$ cat config.mk
export PLATFORM = sky130hd
export DESIGN_NAME = bbc_div
export DESIGN_NICKNAME = d
export VERILOG_FILES = /design/src/rtl/bbc_pkg.sv /design/src/rtl/bbc_div.sv
export SDC_FILE = /design/constraint.sdc
export NUM_CORES = 1
export LEC_CHECK = 0
export BUFFER_PORTS_ARGS = -buffer_cell sky130_fd_sc_hd__buf_2
export CORE_AREA = 2 2 106 108
export DETAILED_ROUTE_END_ITERATION = 16
export DIE_AREA = 0 0 108 110
export GPL_TIMING_DRIVEN = 0
export PLACE_DENSITY = 0.46
export SYNTH_ARGS = -nofsm -noshare
export SYNTH_HDL_FRONTEND = slang
export SYNTH_SLANG_ARGS = --single-unit
$ cat constraint.sdc
create_clock -name clk -period 3.4 [get_ports clk]
set_input_delay 0.51 -clock clk [delete_from_list [all_inputs] [get_ports clk]]
set_output_delay 0.51 -clock clk [all_outputs]
set_load 0.05 [all_outputs]
$ cat src/rtl/bbc_pkg.sv
// Shared constants, codes and types for the Bollinger band crossover block.
`default_nettype none
package bbc_pkg;

  localparam int MAX_WINDOW = 64;
  localparam int PRICE_W    = 24;
  localparam int FRAC_W     = 8;
  localparam int LEN_W      = 7;
  localparam int K_W        = 11;
  localparam int SLOT_W     = 6;
  localparam int SUM_W      = 31;
  localparam int SQ_W       = 55;
  localparam int RAD_W      = 62;
  localparam int ROOT_W     = 31;
  localparam int DEV_W      = 42;
  localparam int SCL_W      = 44;
  localparam int DVD_W      = 35;
  localparam int IDX_W      = 2;
  localparam int CFG_W      = 11;
  localparam int MID_W      = 24;
  localparam int UP_W       = 27;
  localparam int LO_W       = 33;

  localparam logic [IDX_W-1:0] REG_WINDOW = 2'd0;
  localparam logic [IDX_W-1:0] REG_K      = 2'd1;

  localparam logic [LEN_W-1:0] LEN_RESET = 7'd20;
  localparam logic [K_W-1:0]   K_RESET   = 11'd512;
  localparam logic [LEN_W-1:0] LEN_MIN   = 7'd2;
  localparam logic [LEN_W-1:0] LEN_MAX   = LEN_W'(MAX_WINDOW);

  localparam logic [1:0] SIG_HOLD = 2'd0;
  localparam logic [1:0] SIG_BUY  = 2'd1;
  localparam logic [1:0] SIG_SELL = 2'd2;

  typedef enum logic [3:0] {
    ST_IDLE,
    ST_SQUARE,
    ST_SUMS,
    ST_PROD,
    ST_DIFF,
    ST_ROOT_GO,
    ST_ROOT_WAIT,
    ST_DEV,
    ST_BANDS,
    ST_DIV_GO,
    ST_DIV_WAIT,
    ST_DONE
  } state_t;

endpackage
`default_nettype wire

$ cat src/rtl/bbc_div.sv
// Serial restoring divider by the window length, one quotient bit per cycle.
`default_nettype none
module bbc_div (
  input  wire logic                      clk,
  input  wire logic                      rst,
  input  wire logic                      start,
  input  wire logic [bbc_pkg::DVD_W-1:0] dividend,
  input  wire logic [bbc_pkg::LEN_W-1:0] divisor,
  output logic                           done,
  output logic [bbc_pkg::DVD_W-1:0]      quotient
);
  import bbc_pkg::*;

  logic [LEN_W-1:0] rem;
  logic [5:0]       cnt;
  logic             busy;
  logic [LEN_W:0]   rem_sh;
  logic             fits;

  assign rem_sh = {rem, quotient[DVD_W-1]};
  assign fits   = rem_sh >= {1'b0, divisor};

  always_ff @(posedge clk) begin
    if (rst) begin
      busy <= 1'b0;
      done <= 1'b0;
    end else begin
      done <= 1'b0;
      if (start) begin
        busy <= 1'b1;
      end else if (busy && cnt == 6'd0) begin
        busy <= 1'b0;
        done <= 1'b1;
      end
    end
  end

  always_ff @(posedge clk) begin
    if (start) begin
      quotient <= dividend;
      rem      <= '0;
      cnt      <= 6'(DVD_W - 1);
    end else if (busy) begin
      cnt <= cnt - 6'd1;
      if (fits) begin
        rem      <= LEN_W'(rem_sh - {1'b0, divisor});
        quotient <= {quotient[DVD_W-2:0], 1'b1};
      end else begin
        rem      <= rem_sh[LEN_W-1:0];
        quotient <= {quotient[DVD_W-2:0], 1'b0};
      end
    end
  end

endmodule
`default_nettype wire

Word level (Yosys, flattened, before mapping)
Cells that the tools add are included.
{"block": "totals", "ff_bits": 50, "in_bits": 45, "out_inout_bits": 36, "word_cells": 20}
{"block": "classes", "add_sub_neg": 2, "magnitude_cmp": 1, "n_mux": 7, "n_reduce_logical": 5}
{"cell": "$mux 35", "n": 2}
{"cell": "$ge 8x7->1", "n": 1}
{"cell": "$mux 7", "n": 1}
{"cell": "$sub 7x7->7", "n": 1}
{"cell": "$logic_not 6->1", "n": 1}
{"cell": "$sub 6x1->6 const B", "n": 1}
{"cell": "$mux 1", "n": 4}
{"cell": "$reduce_bool 2->1", "n": 2}
{"cell": "$reduce_or 2->1", "n": 1}
{"cell": "$logic_and 1x1->1", "n": 1}

Longest topological paths before layout
{"block": "depth", "word_depth": 4, "ltp_mapped": 8, "depth_no_buf": 7}

Worst setup path before layout
No wires, ideal clock.
{"block": "synth_timing", "path_kind": "reg-to-reg", "start": "reg quotient[34] in the netlist's numbering", "end": "reg rem[1]", "arrival_ns": 2.264, "required_ns": 3.340, "setup_slack_ns": 1.076, "path_stages_with_launch": 8, "path_cell_list": "edfxtp_1 inv_1 ha_1 fa_1 nand2b_1 a211o_2 a311oi_1 a311o_1"}
{"block": "synth_via", "elab_chain_cells": 2, "elab_cells_between_ends": 3}
{"element": "from (decl)", "line": "bbc_div.sv:10", "rtl": "output logic [bbc_pkg::DVD_W-1:0] quotient"}
{"element": "from (signal assigned)", "line": "bbc_div.sv:40", "rtl": "quotient <= dividend;"}
{"element": "from (signal assigned)", "line": "bbc_div.sv:47", "rtl": "quotient <= {quotient[DVD_W-2:0], 1'b1};"}
{"element": "from (signal assigned)", "line": "bbc_div.sv:50", "rtl": "quotient <= {quotient[DVD_W-2:0], 1'b0};"}
{"element": "$sub 7x7->7 or $ge 8x7->1 (tied branches)", "line": "bbc_div.sv:46, bbc_div.sv:21"}
{"element": "$mux 7 *", "line": "bbc_div.sv:45", "rtl": "if (fits) begin"}
{"element": "to (signal assigned)", "line": "bbc_div.sv:46", "rtl": "rem <= LEN_W'(rem_sh - {1'b0, divisor});"}
{"element": "to (signal assigned)", "line": "bbc_div.sv:49", "rtl": "rem <= rem_sh[LEN_W-1:0];"}
{"element": "to (decl)", "line": "bbc_div.sv:14", "rtl": "logic [LEN_W-1:0] rem;"}
Mark *: on every way between the ends. The rest lies on a longest branch, timed or not.
A chain may end at the register's enable or synchronous reset.

Final worst setup path
{"block": "layout_timing", "start": "in start", "end": "reg quotient[0] in the netlist's numbering, enable pin"}
{"block": "layout_via", "elab_chain_cells": 1}
{"element": "from (decl)", "line": "bbc_div.sv:6", "rtl": "input wire logic start,"}
{"element": "$reduce_bool 2->1 (no source line)"}
Every way passes these cells.

==> impl_metrics.env <==
export IMPL_status="finished, final reports clean"
export IMPL_io_pins=81
export IMPL_vdd_drop_max_v=0.000189
export IMPL_cts_tree="yes"
export IMPL_syn_inst=216
export IMPL_core_sq_mm=0.0107
export IMPL_clkTransAtPathRegs_ps=80
export IMPL_setup_tns_ps=0
export IMPL_vias=1930
export IMPL_clk_latency_ps=290
export IMPL_drt_iter0_markers=72
export IMPL_htreeDepth=2
export IMPL_p_leak_nw=1.33
export IMPL_hold_viol=0
export IMPL_worstSetupStartpointType="input pin"
export IMPL_start_util_pct=24.6
export IMPL_syn2layout_area_growth_pct=24.9
export IMPL_wl_um=6010
export IMPL_crit_arrival_ps=2150
export IMPL_yosysSeqAreaShare_pct=51.4
export IMPL_cts_sinks=50
export IMPL_port_buffers=80
export IMPL_placementRows=38
export IMPL_worst_slack_ps=1170
export IMPL_ant_nets=0
export IMPL_drcViolationCount=0
export IMPL_clock_path_buffers=2
export IMPL_final_setup_skew_ps=6.52
export IMPL_gr_usage_all_layers_pct=9.87
export IMPL_drv_slew=0
export IMPL_path_max_fanout=35
export IMPL_required_ps=3320
export IMPL_power_density_mw_per_mm2=455
export IMPL_ys_types=49
export IMPL_fin_cells=443
export IMPL_globalRouteOverflowTotal=0
export IMPL_die_h_um=110
export IMPL_postCtsSetupBuffers=0
export IMPL_cts_made_buffers=5
export IMPL_hp_class="in -> reg"
export IMPL_num_fill_cells=1152
export IMPL_grt_pass1_vias=1863
export IMPL_end_kind="flip-flop"
export IMPL_fin_util_pct=30.7
export IMPL_relSlewSlack_pct=43.0
export IMPL_die_area_sq_mm=0.0119
export IMPL_criticalPathCategory="in -> reg"
export IMPL_grt_antenna_before_repair=0
export IMPL_synth_area_per_cell_sq_um=12.2
export IMPL_place_congestion=0.771
export IMPL_maxCapViolations=0
export IMPL_vias_per_cell=4.36
export IMPL_fmax_mhz=449
export IMPL_ys_ff_latch=50
export IMPL_synth_edf_count=35
export IMPL_ys_flop_type="edfxtp_1"
export IMPL_synth_top_cell_area_share_pct=40.0
export IMPL_worst_slew_pin_slew_ps=855
export IMPL_cts_repair_resize_count=0
export IMPL_synth_area_leaders="edfxtp_1 (40%), mux2_2 (15%), dfxtp_1 (11%)"
export IMPL_dpl_hpwl_um=4580
export IMPL_finalCritPeriodShare_pct=65.5
export IMPL_first_pass_iters=4
export IMPL_avgRoutedWirePerCell_um=13.6
export IMPL_synth_warnings=0
export IMPL_finalCriticalPeriod_ps=2230
export IMPL_finalSetupViolations=0
export IMPL_die_w_um=108
export IMPL_diodes=0
export IMPL_syn_num_nets=271
export IMPL_grt_pass1_wl_um=9160
export IMPL_cts_root_buf="clkbuf_8"
export IMPL_rsz0062_at_grt="false"
export IMPL_fin_nets=358
export IMPL_ctsHoldBuffers=0
export IMPL_async_flop_share_pct=0
export IMPL_dpl_cell_count=436
export IMPL_final_layout_size_suffix_gt1_share_pct=45.5
export IMPL_post_place_ws_ps=798
export IMPL_syn_cell_area_sq_mm=0.00263
export IMPL_grt_max_degree=36
export IMPL_yosysTopAreaCell="edfxtp_1"
final cells by class:
type / instances / area [sq um] / area share, %
buffer: 11 / 66.3 / 2.02
clock buffer: 5 / 68.8 / 2.10
clock inverter: 2 / 10.0 / 0.305
inverter: 12 / 45.0 / 1.37
multi-input combinational: 143 / 1160 / 35.5
sequential: 50 / 1350 / 41.2
tap: 140 / 175 / 5.34
timing repair buffer: 80 / 400 / 12.2
registers in the layout, summed over array words and instances (netlist names):
register and cells:
quotient 35, rem 7, cnt 6, busy 1, done 1
cells in the mapped netlist (2+ instances only):
cell and number:
a2111oi_0 2, a211oi_2 2, a21o_1 2, a21oi_1 2, a311oi_1 4, a41oi_1 4
buf_2 5, buf_6 2, clkbuf_1 2, dfxtp_1 15, edfxtp_1 35, ha_1 9
inv_1 12, mux2_2 34, nand2_1 12, nand2b_1 8, nand3_1 2, nor2_1 16
nor2b_1 2, nor3_1 2, nor3b_1 6, o21ai_0 2, o21ai_1 2, o31ai_1 3
or3b_2 2, xnor2_1 5, xor2_1 2
cells in the final DEF (no fill, tap or decap), types with 2 or more instances in the layout:
master,count
nand2_1,12
a311oi_1,4
ha_1,9
a21oi_1,2
nor2_1,16
nor3b_1,6
nand3_1,2
a2111oi_0,2
buf_6,2
dfxtp_1,15
or3b_2,2
xnor2_1,5
nand2b_1,8
a21o_1,2
a211oi_2,2
edfxtp_1,35
inv_1,12
xor2_1,2
a41oi_1,4
o21ai_0,2
nor3_1,2
buf_2,85
o21ai_1,2
nor2b_1,2
clkbuf_1,2
clkbuf_8,5
mux2_2,34
o31ai_1,3
per-stage QoR:
step / hold WS [ps] / power (mW) / cell area, sq um
finish: 379 / 1.49 / 3280
global route: 366 / 1.58 / 3280
CTS: 365 / 1.52 / 3280
detailed placement: 509 / 1.19 / 3200
global placement: 487 / 1.19 / 3200
floorplan: 464 / 1.08 / 2630
metal layers:
layer / routed length (um) / GRT usage [%] / up-vias
li1: - / - / 972
met1: 2870 / 13.8 / 914
met2: 2860 / 15.7 / 39
met3: 230 / 2.00 / 5
met4: 55 / 2.47 / 0
met5: 0 / 0 / -
power by group:
part / internal, mW / leakage (nW) / switching, mW
logic: 0.138 / 0.811 / 0.281
clock network: 0.138 / 0.0399 / 0.186
registers: 0.720 / 0.475 / 0.0310
worst paths after layout:
path | from | to | slack (ps) | cells after the start
worst min-delay path | rst | busy | 380 | 2
worst min register to register | cnt[5] | cnt[5] | 520 | 2
worst max-delay path | start | quotient[0] | 1170 | 4
worst max register to register | quotient[34] | rem[1] | 1270 | 7
worst max-delay path, stage by stage:
cell	delay, ps
buf_2	90
clkbuf_1	360
clkbuf_1	400
or2_2	750
logic make-up (layout without fill, tap and decap cells):
group                    Yosys count  after routing  synth area share [%]
XOR/XNOR                           7              7                  2.33
buffers and inverters             23            110                  4.24
AND/OR/NAND/NOR                   61             61                  12.9
multiplexers                      35             35                  15.0
adder cells (fa/ha/maj)           10             10                  5.05
AO/OA/AOI/OAI                     30             30                  9.10
flip-flops                        50             50                  51.4
(Power assumes the default switching activity.)
