File: config.mk
export PLATFORM = sky130hd
export DESIGN_NAME = bbc_sqrt
export DESIGN_NICKNAME = d
export VERILOG_FILES = /design/src/rtl/bbc_pkg.sv /design/src/rtl/bbc_sqrt.sv
export SDC_FILE = /design/constraint.sdc
export NUM_CORES = 1
export LEC_CHECK = 0
export BUFFER_PORTS_ARGS = -buffer_cell sky130_fd_sc_hd__buf_2
export CAP_MARGIN = 30
export CELL_PAD_IN_SITES_DETAIL_PLACEMENT = 1
export CELL_PAD_IN_SITES_GLOBAL_PLACEMENT = 2
export CORE_MARGIN = 10
export CORE_UTILIZATION = 38
export CTS_BUF_LIST = sky130_fd_sc_hd__clkbuf_8
export CTS_CLUSTER_DIAMETER = 100
export DETAILED_ROUTE_END_ITERATION = 10
export PLACE_DENSITY = 0.9
export SYNTH_ARGS = -nofsm -noshare
export SYNTH_HDL_FRONTEND = slang
export SYNTH_SLANG_ARGS = --single-unit
File: constraint.sdc
create_clock -name clk -period 3.8 [get_ports clk]
set_input_delay 0.57 -clock clk [delete_from_list [all_inputs] [get_ports clk]]
set_output_delay 0.57 -clock clk [all_outputs]
set_load 0.05 [all_outputs]
File: src/rtl/bbc_pkg.sv
// Shared constants, codes and types for the Bollinger band crossover block.
`default_nettype none
package bbc_pkg;

  localparam int MAX_WINDOW = 64;
  localparam int PRICE_W    = 24;
  localparam int FRAC_W     = 8;
  localparam int LEN_W      = 7;
  localparam int K_W        = 11;
  localparam int SLOT_W     = 6;
  localparam int SUM_W      = 31;
  localparam int SQ_W       = 55;
  localparam int RAD_W      = 62;
  localparam int ROOT_W     = 31;
  localparam int DEV_W      = 42;
  localparam int SCL_W      = 44;
  localparam int DVD_W      = 35;
  localparam int IDX_W      = 2;
  localparam int CFG_W      = 11;
  localparam int MID_W      = 24;
  localparam int UP_W       = 27;
  localparam int LO_W       = 33;

  localparam logic [IDX_W-1:0] REG_WINDOW = 2'd0;
  localparam logic [IDX_W-1:0] REG_K      = 2'd1;

  localparam logic [LEN_W-1:0] LEN_RESET = 7'd20;
  localparam logic [K_W-1:0]   K_RESET   = 11'd512;
  localparam logic [LEN_W-1:0] LEN_MIN   = 7'd2;
  localparam logic [LEN_W-1:0] LEN_MAX   = LEN_W'(MAX_WINDOW);

  localparam logic [1:0] SIG_HOLD = 2'd0;
  localparam logic [1:0] SIG_BUY  = 2'd1;
  localparam logic [1:0] SIG_SELL = 2'd2;

  typedef enum logic [3:0] {
    ST_IDLE,
    ST_SQUARE,
    ST_SUMS,
    ST_PROD,
    ST_DIFF,
    ST_ROOT_GO,
    ST_ROOT_WAIT,
    ST_DEV,
    ST_BANDS,
    ST_DIV_GO,
    ST_DIV_WAIT,
    ST_DONE
  } state_t;

endpackage
`default_nettype wire

File: src/rtl/bbc_sqrt.sv
// Serial floor square root, two radicand bits per cycle.
`default_nettype none
module bbc_sqrt (
  input  wire logic                       clk,
  input  wire logic                       rst,
  input  wire logic                       start,
  input  wire logic [bbc_pkg::RAD_W-1:0]  radicand,
  output logic                            done,
  output logic [bbc_pkg::ROOT_W-1:0]      root
);
  import bbc_pkg::*;

  logic [RAD_W-1:0]  rad;
  logic [ROOT_W+1:0] rem;
  logic [4:0]        cnt;
  logic              busy;
  logic [ROOT_W+3:0] rem_sh;
  logic [ROOT_W+3:0] trial;
  logic              fits;

  assign rem_sh = {rem, rad[RAD_W-1 -: 2]};
  assign trial  = {2'b00, root, 2'b01};
  assign fits   = rem_sh >= trial;

  always_ff @(posedge clk) begin
    if (rst) begin
      busy <= 1'b0;
      done <= 1'b0;
    end else begin
      done <= 1'b0;
      if (start) begin
        busy <= 1'b1;
      end else if (busy && cnt == 5'd0) begin
        busy <= 1'b0;
        done <= 1'b1;
      end
    end
  end

  always_ff @(posedge clk) begin
    if (start) begin
      rad  <= radicand;
      rem  <= '0;
      root <= '0;
      cnt  <= 5'(ROOT_W - 1);
    end else if (busy) begin
      rad <= {rad[RAD_W-3:0], 2'b00};
      cnt <= cnt - 5'd1;
      if (fits) begin
        rem  <= (ROOT_W+2)'(rem_sh - trial);
        root <= {root[ROOT_W-2:0], 1'b1};
      end else begin
        rem  <= rem_sh[ROOT_W+1:0];
        root <= {root[ROOT_W-2:0], 1'b0};
      end
    end
  end

endmodule
`default_nettype wire

Word-level counts from Yosys, hierarchy flattened --
Index checks and enable logic that the tools add are counted.
Storage, ports and cells: bits in registers 133, input bits 65, output and inout bits 32, word-level logic and storage cells 21
Operators by class: $add $sub $neg 2, order comparisons 1, muxes and demuxes 7, reductions and logical operators 5
Operator list (number):
- $mux 62 | 2
- $ge 35x33->1 | 1
- $mux 33 | 1
- $sub 33x33->33 | 1
- $logic_not 5->1 | 1
- $sub 5x1->5 const B | 1
- $mux 1 | 4
- $reduce_bool 2->1 | 2
- $reduce_or 2->1 | 1
- $logic_and 1x1->1 | 1

Logic depth before layout (Yosys ltp) --
depth in word-level cells 4, gate-level depth with buffers 13, depth with buffers taken out 10

Worst setup path after synthesis --
No wires, ideal clock.
path kind register -> register, from register root[26] in the netlist's numbering, to register rem[29], library setup time 136 ps, arrival 3217 ps, path slack 447 ps, cell stages (with the launch flop) 13, buffers on the path 2, clock period less this slack 3353 ps, cells stage by stage dfxtp_1 -> inv_1 -> ha_1 -> buf_4 -> nand4_1 -> or4_4 -> or4_1 -> o21ai_1 -> a21o_2 -> a31oi_1 -> clkbuf_1 -> a31oi_1 -> o32ai_1
Between the ends: cells in the longest elaborated chain, start to end 2, elaborated cells between the ends (all ways) 3, those cells by class add/sub (1); order compare (1); mux (1)
RTL lines:
- start: declaration | line bbc_sqrt.sv:9 | output logic [bbc_pkg::ROOT_W-1:0] root
- start signal: assignment | line bbc_sqrt.sv:51 | root <= {root[ROOT_W-2:0], 1'b1};
- start signal: assignment | line bbc_sqrt.sv:54 | root <= {root[ROOT_W-2:0], 1'b0};
- $sub 33x33->33 or $ge 35x33->1 (tied branches) | line bbc_sqrt.sv:50, bbc_sqrt.sv:23
- $mux 33 (*) | line bbc_sqrt.sv:49 | if (fits) begin
- end signal: assignment | line bbc_sqrt.sv:50 | rem <= (ROOT_W+2)'(rem_sh - trial);
- end signal: assignment | line bbc_sqrt.sv:53 | rem <= rem_sh[ROOT_W+1:0];
- end: declaration | line bbc_sqrt.sv:14 | logic [ROOT_W+1:0] rem;
Every way passes the cells marked *; elsewhere a longest branch is shown, timed or not. A chain may end at the register's enable or synchronous reset.

Final worst setup path --
from register root[26] in the netlist's numbering, to register rem[14]
Between the ends: cells in the longest elaborated chain, start to end 2
RTL lines:
- $ge 35x33->1 | line bbc_sqrt.sv:23 | assign fits = rem_sh >= trial;
- $mux 33 | line bbc_sqrt.sv:49
Every way passes these cells.

==> impl_metrics.toml <==
[critical_path]
cp.required_ps = 4150
startpoint_type = "flop"
r2r_cells = 10
critPathMaxFanout = 27
worst-setup-path-type = "reg -> reg"
critPathCaptureType = "flop"
arrival_ps = 3860
r2r_slack_ps = 290

[yosys]
async_flop_share_pct = 0
post_synth_inst_count = 725
netlist_area_um2 = 7370
syn-num-nets = 824
ys_warn_count = 0
ys_seq_elements = 133
ys_seq_area_share_pct = 44.5
ys_types = 62
synthFlopType = "dfxtp_1"
syn_avg_cell_area_um2 = 10.2
synth_edf_count = 62

[grt]
top_usage_layer = "met2"
gr-total-overflow = 0
grt_max_degree = 67
grtUsageTotal_pct = 15.0
antenna_found_initial = 3
grtUsageMet2_pct = 24.4
grt_pass1_vias = 5985
use_met3_pct = 6.09
use_met1_pct = 18.0
grt_pass1_wl_mm = 31.6

[timing]
finalHoldViolCount = 0
max_slew_margin_pct = 36.7
setup_ws_ps = 293
clock.fmax_ghz = 0.285
maxSlewViolCount = 0
finalSetupTns_ps = 0
tightest_slew_ps = 944
period_share_pct = 92.3
min_period_ps = 3510
rsz0062_at_grt = "false"
finClkSkew_ps = 17.8
setup_viol = 0

[power_and_ir_drop]
p_per_area_nw_per_um2 = 707
total_power_mw = 6.00
vdd_drop_max_v = 0.000396
power.leakage_nw = 3.48

[floorplan]
fp.dieW_um = 159
rows = 50
dieArea_um2 = 25400
design.portCount = 97
die_h_um = 159
start_util_pct = 39.0
core_area_um2 = 18900

[clock_tree]
post_cts_resize_count = 0
cts-buffers-inserted = 17
cts_tree = "yes"
clockRootBuffer = "clkbuf_8"
ctsHoldBuffers = 0
clock_sinks = 133
postCtsSetupBuffers = 0
ctsLongestPathBuffers = 2
clkTransAtPathRegs_ps = 80
insertion_delay_ps = 450
htreeDepth = 4

[final_layout]
finish.utilization_pct = 44.9
syn2layout_area_growth_pct = 15.1
drive_gt1_share_pct = 24.6
seq_area_um2 = 3290
fillers = 2179
final_nets = 907
multi_input_comb_area_um2 = 3740

[drt]
drt-wirelength-per-cell_um = 17.6
vias_per_cell = 5.27
drtPass1Iterations = 4
drcViolationCount = 0
drt_iter0_markers = 208
drt-total-wl_mm = 19.1
via_count = 5701
postRouteAntennaNets = 0

[placed_design]
dpl_worst_slack_ps = 326
dp_hpwl_mm = 13.7
numPortBuffers = 96
gp_congestion = 0.812

[run_status]
run_status = "completed"

[flow_run]
drv_cap = 0

[min_path]
hold_depth = 2
hold_path_class = "in -> reg"
==> cells in the final DEF (no fill, tap or decap), types with 5 or more instances in the layout <==
cell type,count
a211oi_1,18
a21o_1,9
a21oi_1,31
a311oi_1,9
a31oi_1,7
buf_2,95
buf_4,6
clkbuf_8,17
dfxtp_1,70
edfxtp_1,62
ha_1,34
inv_1,44
inv_6,5
mux2_2,60
mux2i_1,49
nand2_1,40
nand2b_1,7
nand3_1,8
nand4_1,11
nor2_1,80
nor2b_1,9
nor3_1,8
o21a_1,10
o21ai_0,17
o21ai_1,14
o21bai_1,6
or3_1,5
xnor2_1,18
xor2_1,7
==> cells by family (layout without fill, tap and decap cells) <==
family / Yosys count / count (layout) / share of synthesized area (%)
muxes: 109 / 109 / 15.8
and+or+nand+nor: 187 / 187 / 11.8
other: 0 / 1 / 0
adders and majority gates: 34 / 34 / 5.77
buffers and inverters: 83 / 179 / 4.85
DFF: 133 / 133 / 44.5
xor gates and xnor gates: 25 / 25 / 2.97
AOI/OAI and AO/OA: 154 / 154 / 14.2
==> critical path, cell delays in order, from the launching register on <==
cell      delay [ps]
dfxtp_1          360
inv_1             60
ha_1             460
nand4_1          210
or4_4            600
or4_1            540
o21ai_1          160
a21o_2           130
a31o_4           430
nand3_1          160
a311oi_1         310
==> cells in the mapped netlist, drive strengths merged, types with 2 or more instances <==
library cell | count | share of area, %
o2111a | 2 | 0.31
a21o | 10 | 1.0
nor3 | 8 | 0.54
ha | 34 | 5.8
inv | 44 | 2.2
clkbuf | 25 | 1.3
o221ai | 2 | 0.24
mux2i | 49 | 6.7
nand2 | 40 | 2.0
nand4 | 11 | 0.93
buf | 14 | 1.3
or4 | 4 | 0.46
xnor2 | 18 | 2.1
o21bai | 6 | 0.61
o21ai | 31 | 2.1
a211oi | 18 | 1.8
or3 | 5 | 0.42
a311oi | 9 | 1.1
nor2 | 80 | 4.1
o31ai | 2 | 0.20
mux2 | 60 | 9.2
a21oi | 31 | 2.1
nand2b | 7 | 0.59
a31oi | 7 | 0.59
a211o | 4 | 0.48
a32oi | 4 | 0.48
edfxtp | 62 | 25
and2 | 4 | 0.34
nor2b | 9 | 0.76
xor2 | 7 | 0.83
o21a | 10 | 1.0
dfxtp | 71 | 19
a2111oi | 4 | 0.48
nand3 | 9 | 0.68
a21boi | 3 | 0.31
and3 | 4 | 0.34
==> final cells by class <==
type | instances | share of cell area [%]
diodes | 1 | 0.0295
flip-flops and latches | 133 | 38.7
clock buffers | 17 | 2.76
inverters | 44 | 1.95
well taps | 260 | 3.83
multi-input cells | 509 | 44.0
clock inverters | 15 | 2.08
repair buffers | 103 | 6.60
==> state kept, by name, indices dropped and copies added (netlist names) <==
| name | flops |
|---|---|
| cnt | 5 |
| busy | 1 |
| root | 31 |
| rad | 62 |
| rem | 33 |
| done | 1 |
==> path summary, 6_finish.rpt <==
| path | from | end |
|---|---|---|
| max | root[26] | rem[14] |
| min | rst | busy |
| max reg2reg | root[26] | rem[14] |
| min reg2reg | rem[0] | rem[0] |
==> metrics by stage <==
step,hold slack (ps),area (um^2),std cells
floorplan,430,7370,725
global route,261,8490,1081
finish,298,8490,1082
CTS,266,8480,1081
detailed placement,466,8070,1049
global placement,459,8070,1049
==> per-layer routing <==
metal	vias to the layer above	routed length (um)
li1	2803	-
met1	2771	8510
met2	108	9060
met3	15	1280
met4	4	182
met5	-	21
==> where the power goes <==
| group | leakage [nW] | switching [mW] | internal, mW |
|---|---|---|---|
| clock network | 0.207 | 0.610 | 0.653 |
| logic | 2.07 | 1.69 | 1.22 |
| registers | 1.20 | 0.140 | 1.69 |
No activity file was read; power rests on OpenSTA's default activity.
